## src/rtl/text_console_cursor_engine_assert.svh

```systemverilog
// Assertion macros shared by the console engine RTL.
`ifndef TEXT_CONSOLE_CURSOR_ENGINE_ASSERT_SVH
`define TEXT_CONSOLE_CURSOR_ENGINE_ASSERT_SVH

// Condition holds at every clock edge out of reset.
`define TCCE_ASSERT_ALWAYS(label, clk, rst_n, cond) \
    label: assert property (@(posedge clk) disable iff (!(rst_n)) (cond)) \
        else $error("assertion failed: condition violated");

// Consequence holds in the same cycle as the antecedent.
`define TCCE_ASSERT_IMPLY(label, clk, rst_n, ante, cons) \
    label: assert property (@(posedge clk) disable iff (!(rst_n)) (ante) |-> (cons)) \
        else $error("assertion failed: implication violated");

// Consequence holds in the cycle after the antecedent.
`define TCCE_ASSERT_NEXT(label, clk, rst_n, ante, cons) \
    label: assert property (@(posedge clk) disable iff (!(rst_n)) (ante) |=> (cons)) \
        else $error("assertion failed: next-cycle implication violated");

`endif

```

## src/rtl/tcce_pkg.sv

```systemverilog
`timescale 1ns / 1ps

package tcce_pkg;

    // Screen geometry
    localparam int SCREEN_COLUMNS = 80;
    localparam int SCREEN_ROWS    = 25;
    localparam int TAB_STOP       = 8;

    localparam int CELL_COUNT = SCREEN_COLUMNS * SCREEN_ROWS;
    localparam int LAST_ROW_BASE = (SCREEN_ROWS - 1) * SCREEN_COLUMNS;

    localparam int ADDR_W = $clog2(CELL_COUNT);
    localparam int COL_W  = $clog2(SCREEN_COLUMNS);
    localparam int ROW_W  = (SCREEN_ROWS > 1) ? $clog2(SCREEN_ROWS) : 1;
    localparam int ROWN_W = ROW_W + 1;
    localparam int CT_W   = $clog2(SCREEN_COLUMNS + TAB_STOP + 1);
    localparam int COL_DEPTH = 2 ** COL_W;

    // Fixed field widths
    localparam int FUNC_W = 2;
    localparam int CHAR_W = 8;
    localparam int ATTR_W = 8;
    localparam int IDX_W  = 11;
    localparam int CELL_W = 16;

    // Character codes
    localparam logic [CHAR_W-1:0] CODE_BACKSPACE = 8'h08;
    localparam logic [CHAR_W-1:0] CODE_TAB       = 8'h09;
    localparam logic [CHAR_W-1:0] CODE_LF        = 8'h0A;
    localparam logic [CHAR_W-1:0] CODE_CR        = 8'h0D;
    localparam logic [CHAR_W-1:0] CODE_BLANK     = 8'h20;
    localparam logic [ATTR_W-1:0] RESET_ATTRIBUTE = 8'h03;

    typedef logic [ADDR_W-1:0] t_addr;
    typedef logic [COL_W-1:0]  t_col;
    typedef logic [ROW_W-1:0]  t_row;
    typedef logic [CT_W-1:0]   t_ctab;
    typedef logic [CELL_W-1:0] t_cell;

    typedef enum logic [FUNC_W-1:0] {
        FUNC_PUT   = 2'd0,
        FUNC_READ  = 2'd1,
        FUNC_CLEAR = 2'd2,
        FUNC_NONE  = 2'd3
    } t_func;

    // Outcome of one put-character request
    typedef struct packed {
        logic  wr_en;
        t_addr wr_addr;
        t_col  col;
        t_row  row;
        logic  scroll;
    } t_put_result;

    typedef t_ctab t_tab_lut [COL_DEPTH];

    // Next tab stop for each column, built at elaboration
    function automatic t_tab_lut build_tab_lut();
        t_tab_lut lut;
        for (int i = 0; i < COL_DEPTH; i++) begin
            lut[i] = CT_W'((i / TAB_STOP + 1) * TAB_STOP);
        end
        return lut;
    endfunction

    localparam t_tab_lut TAB_LUT = build_tab_lut();

    function automatic t_cell make_cell(logic [ATTR_W-1:0] attr, logic [CHAR_W-1:0] ch);
        return {attr, ch};
    endfunction

    function automatic t_addr cell_index(t_row row, t_col col);
        return t_addr'(row) * t_addr'(SCREEN_COLUMNS) + t_addr'(col);
    endfunction

endpackage

```

## src/rtl/tcce_cursor_unit.sv

```systemverilog
`timescale 1ns / 1ps

module tcce_cursor_unit import tcce_pkg::*; (
    input  logic [CHAR_W-1:0] i_char_code,
    input  t_col              i_col,
    input  t_row              i_row,
    output t_put_result       o_put
);

    // Decode the character and advance the cursor
    always_comb begin
        t_ctab             col_n;
        logic [ROWN_W-1:0] row_n;
        logic              wr;
        col_n = CT_W'(i_col);
        row_n = ROWN_W'(i_row);
        wr    = 1'b0;

        priority if (i_char_code == CODE_BACKSPACE) begin
            if (i_col != '0) begin
                col_n = CT_W'(i_col) - CT_W'(1);
            end
        end else if (i_char_code == CODE_TAB) begin
            col_n = TAB_LUT[i_col];
        end else if (i_char_code == CODE_CR) begin
            col_n = '0;
        end else if (i_char_code == CODE_LF) begin
            col_n = '0;
            row_n = row_n + ROWN_W'(1);
        end else if (i_char_code >= CODE_BLANK) begin
            wr    = 1'b1;
            col_n = CT_W'(i_col) + CT_W'(1);
        end else begin
            col_n = CT_W'(i_col);
        end

        // Wrap past the last column
        if (col_n >= CT_W'(SCREEN_COLUMNS)) begin
            col_n = '0;
            row_n = row_n + ROWN_W'(1);
        end

        o_put.wr_en   = wr;
        o_put.wr_addr = cell_index(i_row, i_col);
        o_put.col     = COL_W'(col_n);
        o_put.scroll  = (row_n == ROWN_W'(SCREEN_ROWS));
        o_put.row     = o_put.scroll ? ROW_W'(SCREEN_ROWS - 1) : ROW_W'(row_n);
    end

endmodule

```

## config.mk

```make
export PLATFORM = sky130hd
export DESIGN_NAME = tcce_cursor_unit
export DESIGN_NICKNAME = d
export VERILOG_FILES = /design/src/rtl/text_console_cursor_engine_assert.svh /design/src/rtl/tcce_pkg.sv /design/src/rtl/tcce_cursor_unit.sv
export SDC_FILE = /design/constraint.sdc
export NUM_CORES = 1
export LEC_CHECK = 0
export BUFFER_PORTS_ARGS = -buffer_cell sky130_fd_sc_hd__buf_2
export CAP_MARGIN = 0
export CORE_UTILIZATION = 25
export DETAILED_ROUTE_END_ITERATION = 12
export GPL_ROUTABILITY_DRIVEN = 0
export PLACE_DENSITY = 0.44
export SYNTH_ARGS = -nofsm -noshare
export SYNTH_HDL_FRONTEND = slang
export SYNTH_SLANG_ARGS = --single-unit
```

## constraint.sdc

```tcl
create_clock -name vclk -period 10.4
set_input_delay 2.08 -clock vclk [all_inputs]
set_output_delay 2.08 -clock vclk [all_outputs]
set_load 0.02 [all_outputs]
```

== Word-level counts from Yosys, hierarchy flattened ==
Memory sizes are Yosys's and may differ from the RTL's.
Index checks and enable logic that the tools add are counted.

* Bits in registers: 0
* Memory bits (read-only): 896
* Logic and storage cells: 37
* Memories kept: 1

{| class="wikitable"
|+ Memories
! name !! depth !! width !! read ports !! clocked after memory_dff !! wr ports !! RTL line !! RTL
|-
| (no name shown) || 128 || 7 || 1 || 0 || 0 || tcce_cursor_unit.sv:24 || <nowiki>col_n = TAB_LUT[i_col];</nowiki>
|}

* Add/sub/neg operators: 5
* $mul: 1
* $lt $le $gt $ge: 3
* Equal/unequal tests: 5
* Multiplexer cells: 20
* Bitwise logic cells: 1
* Reduce and logical (&&, ||, !) cells: 1

{| class="wikitable"
|+ Operators with widths
! kind !! number
|-
| two-way mux 7 bit || 9
|-
| == test 8 x 4 -> 1 bit, second input constant || 4
|-
| two-way mux 6 bit || 5
|-
| adder 11 x 7 -> 11 bit || 1
|-
| greater-or-equal comparator 8 x 6 -> 1 bit, second input constant || 1
|-
| greater-or-equal comparator 8 bit, second input constant || 1
|-
| inverter 7 -> 8 bit || 1
|-
| adder 7 x 1 -> 7 bit, second input constant || 1
|-
| greater-or-equal comparator 7 bit, second input constant || 1
|-
| multiplier 5 x 3 -> 7 bit, second input constant || 1
|-
| nonzero test 7 bit || 1
|-
| subtractor 7 x 1 -> 7 bit, second input constant || 1
|-
| adder 5 x 1 -> 6 bit, second input constant || 1
|-
| adder 6 x 1 -> 6 bit, second input constant || 1
|-
| == test 6 x 5 -> 1 bit, second input constant || 1
|-
| two-way mux 1 bit || 5
|-
| two-way mux 5 bit || 1
|}

== Longest topological paths before layout ==
Gate-level depths: netlist of the first run.

* Depth after elaboration: 10
* Mapped depth: 13
* Mapped depth without buffers: 12

== Worst setup path before layout of the first run ==
OpenSTA, ideal clock, no wires.

* Path kind: input port to output port
* From: in i_char_code[0]
* To: out o_put[0] (netlist bit)
* Arrival: 4.612 ns
* Required time: 8.320 ns
* Slack: 3.708 ns
* Stages on the path: 10
* Path buffers: 1
* Cells stage by stage: or3b_2 -> or3_1 -> clkbuf_1 -> xnor2_1 -> ha_1 -> xnor2_1 -> xnor2_1 -> o31a_1 -> o31ai_1 -> mux2_4

{| class="wikitable"
|+ RTL lines
! what !! RTL line !! RTL
|-
| from (decl) || tcce_cursor_unit.sv:4 || <nowiki>input logic [CHAR_W-1:0] i_char_code,</nowiki>
|-
| to (decl) || tcce_cursor_unit.sv:7 || <nowiki>output t_put_result o_put</nowiki>
|}

==> flow_metrics.tcl, run 1 <==
set metrics [dict create \
    rsz0062_at_grt "false" \
    synth_nets 230 \
    rows 26 \
    crit_fanout 12 \
    final.period_utilization_pct 70.0 \
    drive_above_1_share_pct 24.3 \
    cp-end-kind "output port" \
    worst_slack_ns 3.12 \
    antenna_cells 0 \
    syn_area_sq_um 1340 \
    critPathLaunchType "primary input" \
    drt_iter0_drc 107 \
    synth.top_cell.area_share_pct 15.9 \
    status "finished, final reports clean" \
    synthDistinctLibCells 53 \
    nNetsFinal 263 \
    final_util_pct 30.7 \
    grt_antenna_before_repair 0 \
    p_total_uw 81.4 \
    grt_max_degree 15 \
    setup_tns_ns 0 \
    dp_hpwl_um 3040 \
    drt-met1-wl_um 2010 \
    ys_seq_area_share_pct 0 \
    design.seq.count 0 \
    grt_pass1_wl_um 6180 \
    post_cts_buffers 0 \
    peakVddDrop_v 0.0000399 \
    min_period_ns 7.28 \
    die_h_um 75.2 \
    ff_latch_area_sq_um 0 \
    yosysMostFrequentCell "ha_1" \
    drt-wirelength-per-cell_um 13.1 \
    clock_buffers 0 \
    avgViaCountPerCell 4.93 \
    ios 45 \
    chipWidth_um 75.2 \
    initial_core_util_pct 26.0 \
    dr_wl_met2_um 1700 \
    fill_cells 607 \
    fin_hold_ws_ns 4.49 \
    critical_path_required_ns 8.32 \
    dp_slack_ns 3.16 \
    worstSetupPathType "primary input to output port" \
    grt_usage_pct 13.6 \
    vias 1441 \
    tightest_slew_ns 0.576 \
    grt_pass1_vias 1286 \
    cts_resized 0 \
    synth_common_cells "ha_1 (17), nor2_1 (16), inv_1 (14)" \
    cts_hold_buf 0 \
    slew_viol_final 0 \
    grt-ovfl-total 0 \
    p_leak_nw 0.672 \
    max_freq_mhz 137 \
    syn_inst 191 \
    p_per_area_nw_per_um2 51.6 \
    report.final.hold_viol_count 0 \
    yosys_warnings 0 \
    arrival_ns 5.20 \
    maxUsedRoutingLayer "met3" \
    synth_area_leaders "ha_1 (16%), xnor2_1 (7.9%), xor2_1 (4.6%)" \
    drc 0 \
    min_path_type "primary input to output port" \
    core_sq_um 5140 \
    dr_wl_met3_um 105 \
    drt_first_pass_iters 4 \
    ant_nets 0 \
    hold_depth 2 \
    die_area_sq_um 5650 \
    port_buffers 45 \
    finalWirelength_um 3820 \
    min_to "o_put[14]" \
    area_delta_synth_final_pct 17.8 \
    drv_cap 0 \
    synth_top_cell_by_area "ha_1" \
    avgSynthCellArea_sq_um 7.01 \
    hp-start "i_col[1]" \
    relSlewSlack_pct 61.5 \
    setup_viol 0 \
]
-- cell families after synthesis --
logic type / share of synthesized area [%]
and+or+nand+nor: 29.7
AOI/OAI and AO/OA: 26.2
buffers and inverters: 9.81
xor gates and xnor gates: 12.4
adders and majority gates: 18.9
muxes: 2.99
-- area by class of cell --
type / instances / area (sq um) / area share (%)
multi-input combinational: 162 / 1210 / 76.6
timing repair buffer: 45 / 225 / 14.3
tap: 70 / 87.6 / 5.56
inverter: 15 / 56.3 / 3.57
-- worst max path at each step --
stage                   startpoint  endpoint  slack, ns  cells after the start
floorplan           i_char_code[0]  o_put[0]       3.71                     10
global placement    i_char_code[0]  o_put[0]       3.21                     11
detailed placement  i_char_code[0]  o_put[0]       3.16                     11
CTS                 i_char_code[0]  o_put[0]       3.16                     11
global route        i_char_code[0]  o_put[0]       2.96                     11
finish              i_char_code[0]  o_put[0]       3.12                     11
-- critical path, stage by stage --
cell and delay, ns:
buf_2 0.16, or3b_2 0.53, or3_1 0.55, xnor2_1 0.29
ha_1 0.30, xnor2_1 0.20, o311ai_0 0.23, o31a_1 0.15
o31ai_1 0.34, mux2_4 0.20, buf_2 0.15
-- cells in the final DEF (no fill, tap or decap), types with 3 or more instances in the layout --
cell,instances
nand3_1,6
xor2_1,7
nor4_1,5
nand2_1,11
nor2b_1,3
buf_2,45
nand2b_1,5
ha_1,17
nor3_1,9
o21ai_0,9
nor2_1,16
a211oi_1,3
a21oi_1,9
a31oi_1,3
o31ai_1,3
inv_1,14
xnor2_1,12
-- routing by layer --
metal / track usage [%] / vias to the layer above
met4: 0 / 0
met3: 0.134 / 0
met1: 21.5 / 659
met2: 21.8 / 22
met5: 0 / -
li1: - / 760
-- power breakdown --
part / leakage [nW] / total, mW / internal, mW / switching [mW]
sequential: 0 / 0 / 0 / 0
clock: 0 / 0 / 0 / 0
combinational: 0.672 / 0.0814 / 0.0309 / 0.0504
-- metrics by stage --
step / instances / area [sq um]
final: 292 / 1580
after global routing: 292 / 1580
after CTS: 292 / 1580
after detailed placement: 292 / 1580
after global placement: 292 / 1580
after floorplan: 191 / 1340
Note: power is estimated with default switching activity, not from simulation.
==> run 2: changes to the inputs <==
clock period = 6.7 ns   (was 10.4 ns; I/O delays follow)
==> run 2 against run 1 <==
  * Combinational power is 54% higher
  * Via count is 0.76% lower
  * Die area stayed put
  * Non-clock buffer count stayed put
  * Flip-flop and latch count stayed put
  * Power is 54% higher
  * Largest power group unchanged
==> flow_metrics.tcl, run 2 (synthesis gave the netlist of run 1 again) <==
set metrics [dict create \
    cts_resized 0 \
    final_common_cell "buf_2" \
    dp_slack_ns 0.972 \
    drc 0 \
    grt_max_degree 15 \
    min_period_ns 5.73 \
    fill_cells 602 \
    die_h_um 75.2 \
    initial_core_util_pct 26.0 \
    grt_antenna_before_repair 0 \
    grt_pass1_vias 1260 \
    rows 26 \
    ff_latch_area_sq_um 0 \
    rsz0062_at_grt "false" \
    cts_hold_buf 0 \
    p_leak_nw 0.672 \
    min_path_type "primary input to output port" \
    finalNonFillerCells 292 \
    multi_input_area_sq_um 1210 \
    arrival_ns 4.39 \
    report.final.hold_viol_count 0 \
    area_delta_synth_final_pct 17.8 \
    grt_usage_pct 13.2 \
    drive_above_1_share_pct 24.3 \
    p_total_uw 125 \
    nNetsFinal 263 \
    grt_pass1_wl_um 6010 \
    drt_iter0_drc 78 \
    core_sq_um 5140 \
    finalWirelength_um 3640 \
    vias 1430 \
    stdcell_area_sq_um 1580 \
    tightest_slew_ns 0.594 \
    place_area_sq_um 1580 \
    slew_viol_final 0 \
    antenna_cells 0 \
    max_freq_mhz 175 \
    drt_first_pass_iters 4 \
    worst_slack_ns 0.974 \
    peakVddDrop_v 0.0000579 \
    p_per_area_nw_per_um2 79.5 \
    chipWidth_um 75.2 \
    status "finished, final reports clean" \
    clock_buffers 0 \
    critPathLaunchType "primary input" \
    grt-ovfl-total 0 \
    ant_nets 0 \
    drt-wirelength-per-cell_um 12.5 \
    die_area_sq_um 5650 \
    design.seq.count 0 \
    port_buffers 45 \
    crit_fanout 12 \
    dp_hpwl_um 2950 \
    setup_viol 0 \
    relSlewSlack_pct 60.2 \
    setup_tns_ns 0 \
    ios 45 \
    drv_cap 0 \
    worstSetupPathType "primary input to output port" \
    placed_cells 292 \
    post_cts_buffers 0 \
    cp-end-kind "output port" \
    mostFrequentLayoutCells "buf_2 (45), ha_1 (17), nor2_1 (16)" \
    avgViaCountPerCell 4.90 \
    final.period_utilization_pct 85.5 \
    critical_path_required_ns 5.36 \
]
-- run 2: cell counts in the layout (fill, tap and decap cells not counted) --
Identical to the previous run, type by type.
-- run 2: layout make-up --
class	instances	share of cell area, %
well taps	70	5.56
multi-input cells	162	76.6
inverters	15	3.57
repair buffers	45	14.3
-- run 2: power by group --
group,total [mW],internal [mW],switching (mW)
clock network,0,0,0
logic,0.125,0.0480,0.0772
registers,0,0,0
total,0.125,0.0480,0.0772
-- run 2: routing by layer --
layer  routed length, um  global-route usage [%]
met1                1870                    20.1
met5                   0                       0
met3                 129                   0.803
met2                1620                    21.3
met4                  16                   0.617
-- run 2: worst paths after layout --
check / startpoint / to / slack (ns) / depth (start not counted)
setup / recovery: i_char_code[0] / o_put[0] / 0.97 / 11
hold / removal: i_col[0] / o_put[13] / 3.00 / 2
-- run 2: metrics by stage --
stage | utilization (%) | hold WS (ns)
floorplan | - | 2.79
global route | 30.7 | 3.02
finish | 30.7 | 3.00
detailed placement | 30.7 | 3.00
CTS | 30.7 | 3.00
global placement | 30.7 | 3.01
-- run 2: critical path, cell delays in order --
cell and delay (ns):
buf_2 0.16, or3b_2 0.53, or3_1 0.55, xnor2_1 0.28
ha_1 0.29, xnor2_1 0.18, xnor2_1 0.12, o31a_1 0.25
o31ai_1 0.32, mux2_4 0.20, buf_2 0.15
